`config.mk`:
```
export PLATFORM = sky130hd
export DESIGN_NAME = utf8_neutralizer
export DESIGN_NICKNAME = d
export VERILOG_FILES = /design/src/hdl/utfn_pkg.sv /design/src/hdl/utfn_decode.sv /design/src/hdl/utfn_outq.sv /design/src/hdl/utf8_neutralizer.sv
export SDC_FILE = /design/constraint.sdc
export NUM_CORES = 1
export LEC_CHECK = 0
export BUFFER_PORTS_ARGS = -buffer_cell sky130_fd_sc_hd__buf_2
export CAP_MARGIN = 20
export CELL_PAD_IN_SITES_DETAIL_PLACEMENT = 0
export CELL_PAD_IN_SITES_GLOBAL_PLACEMENT = 1
export CORE_MARGIN = 3
export CORE_UTILIZATION = 41
export DETAILED_ROUTE_END_ITERATION = 7
export PLACE_DENSITY = 0.89
export SLEW_MARGIN = 20
export SYNTH_ARGS = -nofsm -noshare
export SYNTH_HDL_FRONTEND = slang
export SYNTH_HIERARCHICAL = 1
export SYNTH_SLANG_ARGS = --single-unit
```
`constraint.sdc`:
```
create_clock -name clk -period 3.3 [get_ports clk]
set_input_delay 0.33 -clock clk [delete_from_list [all_inputs] [get_ports clk]]
set_output_delay 0.33 -clock clk [all_outputs]
set_load 0.05 [all_outputs]
```
`src/hdl/utfn_pkg.sv`:
```
package utfn_pkg;

    typedef enum logic [1:0] {
        ERR_OK    = 2'd0,
        ERR_LEAD  = 2'd1,
        ERR_CONT  = 2'd2,
        ERR_TRUNC = 2'd3
    } err_t;

    typedef struct packed {
        logic [7:0] text_byte;
        logic       final_byte;
    } in_t;

    typedef struct packed {
        logic [7:0] out_char;
        logic       run_end;
        err_t       error_code;
        logic       stream_end;
    } out_t;

    // Results that one request pushes into the output queue.
    typedef struct packed {
        logic [1:0] count;
        out_t       first;
        out_t       second;
    } push_t;

    localparam logic [7:0] CHAR_U  = 8'h75;
    localparam logic [7:0] CHAR_CR = 8'h0D;
    localparam logic [7:0] CHAR_LF = 8'h0A;

endpackage

```
`src/hdl/utfn_decode.sv`:
```
module utfn_decode (
    input  logic            clk,
    input  logic            rst_n,
    input  utfn_pkg::in_t   item,
    input  logic            advance,
    input  logic            cr_to_lf,
    output utfn_pkg::push_t push
);

    logic [1:0]  pend_reg;
    logic [1:0]  pend_next;
    logic [20:0] acc_reg;
    logic [20:0] acc_next;

    logic [7:0]     b;
    logic [20:0]    acc_shift;
    utfn_pkg::out_t res_u;
    utfn_pkg::out_t res_err;

    assign b         = item.text_byte;
    assign acc_shift = {acc_reg[14:0], b[5:0]};

    always_comb
    begin
        res_u            = '0;
        res_u.out_char   = utfn_pkg::CHAR_U;
        res_u.error_code = utfn_pkg::ERR_OK;
        res_err          = '0;
        push             = '0;
        pend_next        = pend_reg;
        acc_next         = acc_reg;

        if (pend_reg != 2'd0)
        begin
            if (b[7:6] == 2'b10)
            begin
                acc_next  = acc_shift;
                pend_next = pend_reg - 2'd1;
                if (pend_reg == 2'd1)
                begin
                    push.first  = res_u;
                    push.second = res_u;
                    push.count  = (acc_shift[20:16] != 5'd0) ? 2'd2 : 2'd1;
                    acc_next    = '0;
                end
            end
            else
            begin
                res_err.error_code = utfn_pkg::ERR_CONT;
                push.first         = res_err;
                push.count         = 2'd1;
                pend_next          = 2'd0;
                acc_next           = '0;
            end
        end
        else if (b[7])
        begin
            case (b[6:3])
                4'b1111:
                begin
                    res_err.error_code = utfn_pkg::ERR_LEAD;
                    push.first         = res_err;
                    push.count         = 2'd1;
                end
                4'b1110:
                begin
                    pend_next = 2'd3;
                    acc_next  = {18'd0, b[2:0]};
                end
                4'b1100, 4'b1101:
                begin
                    pend_next = 2'd2;
                    acc_next  = {17'd0, b[3:0]};
                end
                4'b1000, 4'b1001, 4'b1010, 4'b1011:
                begin
                    pend_next = 2'd1;
                    acc_next  = {16'd0, b[4:0]};
                end
                default:
                begin
                    push.first = res_u;
                    push.count = 2'd1;
                end
            endcase
        end
        else
        begin
            push.first.error_code = utfn_pkg::ERR_OK;
            push.first.out_char   = (b == utfn_pkg::CHAR_CR && cr_to_lf) ?
                                    utfn_pkg::CHAR_LF : b;
            push.count            = 2'd1;
        end

        if (item.final_byte)
        begin
            if (pend_next != 2'd0)
            begin
                res_err.error_code = utfn_pkg::ERR_TRUNC;
                push.first         = res_err;
                push.count         = 2'd1;
            end
            pend_next = 2'd0;
            acc_next  = '0;
        end

        if (push.count == 2'd2)
        begin
            push.second.run_end    = 1'b1;
            push.second.stream_end = item.final_byte;
        end
        else
        begin
            push.first.run_end    = 1'b1;
            push.first.stream_end = item.final_byte;
        end
    end

    always_ff @(posedge clk or negedge rst_n)
    begin
        if (!rst_n)
        begin
            pend_reg <= 2'd0;
            acc_reg  <= '0;
        end
        else if (advance)
        begin
            pend_reg <= pend_next;
            acc_reg  <= acc_next;
        end
    end

endmodule

```
`src/hdl/utfn_outq.sv`:
```
module utfn_outq (
    input  logic            clk,
    input  logic            rst_n,
    input  utfn_pkg::push_t push,
    output logic            room,
    output logic            dst_valid,
    input  logic            dst_ready,
    output utfn_pkg::out_t  dst_data
);

    localparam int DEPTH = 4;
    localparam int AW    = $clog2(DEPTH);
    localparam int CW    = $clog2(DEPTH + 1);

    utfn_pkg::out_t mem_reg [DEPTH];

    logic [AW-1:0] wr_ptr_reg;
    logic [AW-1:0] wr_ptr_next;
    logic [AW-1:0] rd_ptr_reg;
    logic [AW-1:0] rd_ptr_next;
    logic [CW-1:0] count_reg;
    logic [CW-1:0] count_next;
    logic          pop;

    assign dst_valid   = (count_reg != '0);
    assign dst_data    = mem_reg[rd_ptr_reg];
    assign pop         = dst_valid && dst_ready;
    assign room        = (count_reg <= CW'(DEPTH - 2));
    assign wr_ptr_next = wr_ptr_reg + AW'(push.count);
    assign rd_ptr_next = rd_ptr_reg + AW'(pop);
    assign count_next  = count_reg + CW'(push.count) - CW'(pop);

    always_ff @(posedge clk)
    begin
        if (push.count != 2'd0)
        begin
            mem_reg[wr_ptr_reg] <= push.first;
        end
        if (push.count == 2'd2)
        begin
            mem_reg[wr_ptr_reg + AW'(1)] <= push.second;
        end
    end

    always_ff @(posedge clk or negedge rst_n)
    begin
        if (!rst_n)
        begin
            wr_ptr_reg <= '0;
            rd_ptr_reg <= '0;
            count_reg  <= '0;
        end
        else
        begin
            wr_ptr_reg <= wr_ptr_next;
            rd_ptr_reg <= rd_ptr_next;
            count_reg  <= count_next;
        end
    end

endmodule

```
`src/hdl/utf8_neutralizer.sv`:
```
// Channel   Direction  Handshake              Payload
// src       in         src_valid/src_ready    utfn_pkg::in_t  (text_byte, final_byte)
// dst       out        dst_valid/dst_ready    utfn_pkg::out_t (out_char, run_end,
//                                                               error_code, stream_end)
// apb       in         psel/penable/pwrite    cr_to_lf at byte address 0
//
// A request is registered on entry and decoded from that register, once the queue has
// room, into zero, one or two results, which go into a four-entry result queue.
// One request per cycle is taken while the queue holds at most two results; a
// request that yields two results fills two queue entries, read out one at a time.
// Reset clears the sequence state, the queue and sets cr_to_lf to 1.
// A stalled output fills the queue and then holds src_ready low.
module utf8_neutralizer (
    input  logic           clk,
    input  logic           rst_n,
    input  logic           src_valid,
    output logic           src_ready,
    input  utfn_pkg::in_t  src_data,
    output logic           dst_valid,
    input  logic           dst_ready,
    output utfn_pkg::out_t dst_data,
    input  logic           psel,
    input  logic           penable,
    input  logic           pwrite,
    input  logic [2:0]     paddr,
    input  logic [31:0]    pwdata,
    output logic [31:0]    prdata,
    output logic           pready
);

    logic            cr_to_lf_reg;
    logic            s1_valid_reg;
    utfn_pkg::in_t   s1_data_reg;
    logic            s1_adv;
    logic            room;
    utfn_pkg::push_t dec_push;
    utfn_pkg::push_t q_push;

    assign pready    = 1'b1;
    assign prdata    = (paddr[2] == 1'b0) ? {31'd0, cr_to_lf_reg} : 32'd0;
    assign s1_adv    = s1_valid_reg && room;
    assign src_ready = !s1_valid_reg || room;

    always_ff @(posedge clk or negedge rst_n)
    begin
        if (!rst_n)
        begin
            cr_to_lf_reg <= 1'b1;
        end
        else if (psel && penable && pwrite && pready && (paddr[2] == 1'b0))
        begin
            cr_to_lf_reg <= pwdata[0];
        end
    end

    always_ff @(posedge clk or negedge rst_n)
    begin
        if (!rst_n)
        begin
            s1_valid_reg <= 1'b0;
        end
        else if (src_ready)
        begin
            s1_valid_reg <= src_valid;
        end
    end

    always_ff @(posedge clk)
    begin
        if (src_valid && src_ready)
        begin
            s1_data_reg <= src_data;
        end
    end

    utfn_decode u_decode (
        .clk      (clk),
        .rst_n    (rst_n),
        .item     (s1_data_reg),
        .advance  (s1_adv),
        .cr_to_lf (cr_to_lf_reg),
        .push     (dec_push)
    );

    always_comb
    begin
        q_push = dec_push;
        if (!s1_adv)
        begin
            q_push.count = 2'd0;
        end
    end

    utfn_outq u_outq (
        .clk       (clk),
        .rst_n     (rst_n),
        .push      (q_push),
        .room      (room),
        .dst_valid (dst_valid),
        .dst_ready (dst_ready),
        .dst_data  (dst_data)
    );

    // Every final byte produces at least one result.
    a_final_has_result: assert property (@(posedge clk) disable iff (!rst_n)
        s1_adv && s1_data_reg.final_byte |-> dec_push.count != 2'd0)
        else $error("final byte produced no result");

    // Error results carry a zero character.
    a_error_zero_char: assert property (@(posedge clk) disable iff (!rst_n)
        dst_valid && dst_data.error_code != utfn_pkg::ERR_OK |-> dst_data.out_char == 8'd0)
        else $error("error result with nonzero character");

    // The end of the stream is also the end of that byte's results.
    a_stream_end_run_end: assert property (@(posedge clk) disable iff (!rst_n)
        dst_valid && dst_data.stream_end |-> dst_data.run_end)
        else $error("stream end without run end");

    // A held input stage keeps its request until the decoder takes it.
    a_stage_hold: assert property (@(posedge clk) disable iff (!rst_n)
        s1_valid_reg && !s1_adv |=> s1_valid_reg && $stable(s1_data_reg))
        else $error("input stage lost a request");

endmodule
```
==> flow_summary_export.csv <==
group,metric,value,unit
run_status,status,"complete, no violations",
placement,gp_congestion,0.866,
finish,largest_reg_flops,48,
synthesis,yosys-top-cells-area,"edfxtp_1 36%, dfrtp_1 12%, mux2_4 9.2%, buf_4 7.1%, mux4_2 5.7%",
placement,place_area,4860,sq um
floorplanning,io_pins,98,
clocking,clk_pin_slew,60,ps
synthesis,syn-cell-area,4740,sq um
sta,finalClockSkew,7.73,ps
power,max-vdd-ir-drop,0.515,mV
clocking,post_cts_buffers,0,
global_route,grt_pass1_vias,2729,
power,powerDensity,937,nW/um^2
clocking,cts.sinks,81,
sta,tightest_slew,894,ps
global_route,grt_first_pass_wirelength,14100,um
synthesis,synth.distinct_cells,61,
synthesis,yosysTopAreaCell,"edfxtp_1",
sta,finalSetupTns,0,ps
synthesis,synth_top_area_share,36.1,%
floorplanning,die_area,12900,sq um
sta,max_clock_freq,0.322,GHz
drt,routedWlPerCell,16.5,um
synthesis,synth_warnings,6,
critical_path,critical_path.max_fanout,12,
drt,routed-via-count,2676,
finish,stdcell_count,523,
sta,setup_ws,193,ps
placement,dp_cells,507,
synthesis,yosysSeqAreaShare,48.8,%
sta,period_needed,3110,ps
synthesis,synthFlopType,"edfxtp_1",
synthesis,syn_area_per_cell,13.7,sq um
floorplanning,std_cell_rows,38,
power,totalPowerFinal,4890,uW
placement,numPortBuffers,32,
sta,finalMaxSlewViolations,0,
critical_path,arrival,3190,ps
power,power_leakage,0.00208,uW
drt,ant_nets,0,
drt,drcViolationCount,0,
critical_path,critPathKind,"flip-flop to flip-flop",
critical_path,startpoint_type,"flip-flop",
global_route,overflow,0,
finish,final_nets,436,
global_route,antenna_found_initial,0,
synthesis,synth-async-reset-ratio,29.6,%
floorplanning,coreArea,11100,sq um
clocking,clock_path_buffers,2,
global_route,grt_usage,14.0,%
floorplanning,die_y,114,um
drt,drt-vias-per-instance,5.12,
critical_path,cp-end-kind,"flip-flop",
finish,area_growth_syn_to_layout,10.2,%
placement,place_ws,45.7,ps
clocking,insertion_delay,340,ps
clocking,htreeDepth,3,
sta,rsz0062_at_grt,"false",
floorplanning,die-width,114,um
synthesis,yosys_register_bits,81,
drt,wirelength,8620,um
clocking,cts-root-buf,"clkbuf_16",
placement,hpwlAfterDp,5740,um
critical_path,crit_required,3380,ps
worst_hold_path,hold_class,"primary input to flip-flop",
clocking,cts_tree,"done",
finish,drive_above_1_share,33.7,%
sta,setup_violations,0,
drt,dr.pass1.iters,5,
floorplanning,initial_core_util,42.8,%
sta,hold_viol_final,0,
synthesis,synth_edf_count,57,
sta,post-route-period-util,94.2,%
sta,slew_headroom,40.4,%
flow_run,maxCapViolCount,0,
global_route,grt_max_degree,25,
clocking,cts_buffers,9,
drt,drtIter0Drc,179,
finish,antenna_cells,0,
synthesis,syn_inst,347,
finish,final_area,5230,sq um
## where the power goes
part | switching (uW) | internal, uW
logic | 1220 | 881
registers | 239 | 1420
clock network | 399 | 740
## stage by stage
stage | hold WS [ps] | utilization (%)
after floorplan | 34.4 | -
after global placement | 352 | 43.9
after detailed placement | 352 | 43.9
after CTS | 161 | 47.1
after global routing | 162 | 47.2
final | 172 | 47.2
## critical path: stages, from the launching register on
cell	delay [ps]
dfrtp_1	410
inv_1	100
ha_2	240
buf_4	170
nand4_1	120
o32a_1	230
o221ai_4	130
a21o_1	210
and3_1	210
buf_4	190
nor4b_4	200
buf_4	280
mux2_1	360
## kinds of logic (layout without fill, tap and decap cells)
logic type               after synthesis  in the layout  synth area share [%]
buffers and inverters                 80             81                  11.3
flip-flops                            81             81                  48.8
XOR/XNOR                               7              7                  1.29
AO/OA/AOI/OAI                         44             44                  7.31
multiplexers                          73             73                  22.2
adder cells (fa/ha/maj)                6              6                  1.74
AND/OR/NAND/NOR                       53             53                  7.12
other                                  3             38                 0.237
## metal layers
layer / routed length (um) / track usage, % / vias up
li1: - / - / 1256
met1: 3880 / 18.4 / 1328
met2: 4120 / 22.8 / 86
met3: 537 / 4.24 / 6
met4: 76 / 3.13 / 0
met5: 0 / 0 / -
## Yosys cell counts, types with 3 or more instances
cell type,instances
o21a_1,3
nor2b_1,3
and3_1,4
a31oi_1,3
ha_1,5
xnor2_1,6
mux2i_1,11
mux2_4,29
a22o_1,4
dfrtp_1,23
edfxtp_1,57
buf_6,6
nand2b_1,3
a21oi_1,12
mux4_2,12
and2_1,3
inv_1,20
buf_2,5
nor2_1,10
conb_1,3
nand2_1,13
buf_4,45
o21ai_0,3
mux2_1,11
mux2_2,10
## placed cells by master (no fill, tap or decap), types with 4 or more instances in the layout
| cell | n |
|---|---|
| mux2_2 | 10 |
| clkbuf_16 | 9 |
| mux2i_1 | 11 |
| mux2_4 | 29 |
| conb_1 | 38 |
| mux2_1 | 11 |
| dfrtp_1 | 23 |
| buf_2 | 32 |
| a21oi_1 | 11 |
| inv_1 | 20 |
| edfxtp_1 | 57 |
| mux4_2 | 12 |
| ha_1 | 4 |
| a22o_1 | 4 |
| buf_4 | 12 |
| xnor2_1 | 6 |
| nor2_1 | 10 |
| nand2_1 | 13 |
## path summary, 6_finish.rpt
kind / cells past startpoint / endpoint / slack [ps] / start
setup / recovery: 12 / u_outq/mem_reg[1][5] / 190 / u_decode/pend_reg[0]
hold / removal: 1 / s1_data_reg[0] / 170 / src_data[0]
setup reg to reg: 12 / u_outq/mem_reg[1][5] / 190 / u_decode/pend_reg[0]
hold reg to reg: 1 / u_decode/acc_reg[0] / 510 / u_decode/acc_reg[0]
max in group asynchronous: 2 / cr_to_lf_reg / 2420 / rst_n
min in group asynchronous: 2 / u_outq/count_reg[0] / 510 / rst_n
## timing repair
item,CTS,global route
setup endpoints to repair,0,37
hold endpoints to repair,23,0
hold buffers,1,0
resized for setup,0,4
## cell type report
type	count	area, sq um
Fill cell	968	5850
Sequential cell	81	2310
Multi-Input combinational cell	221	2040
Timing Repair Buffer	46	280
Clock buffer	9	225
Tap cell	140	175
Clock inverter	6	116
Inverter	20	75.1
Note: power is estimated with default switching activity, not from simulation.
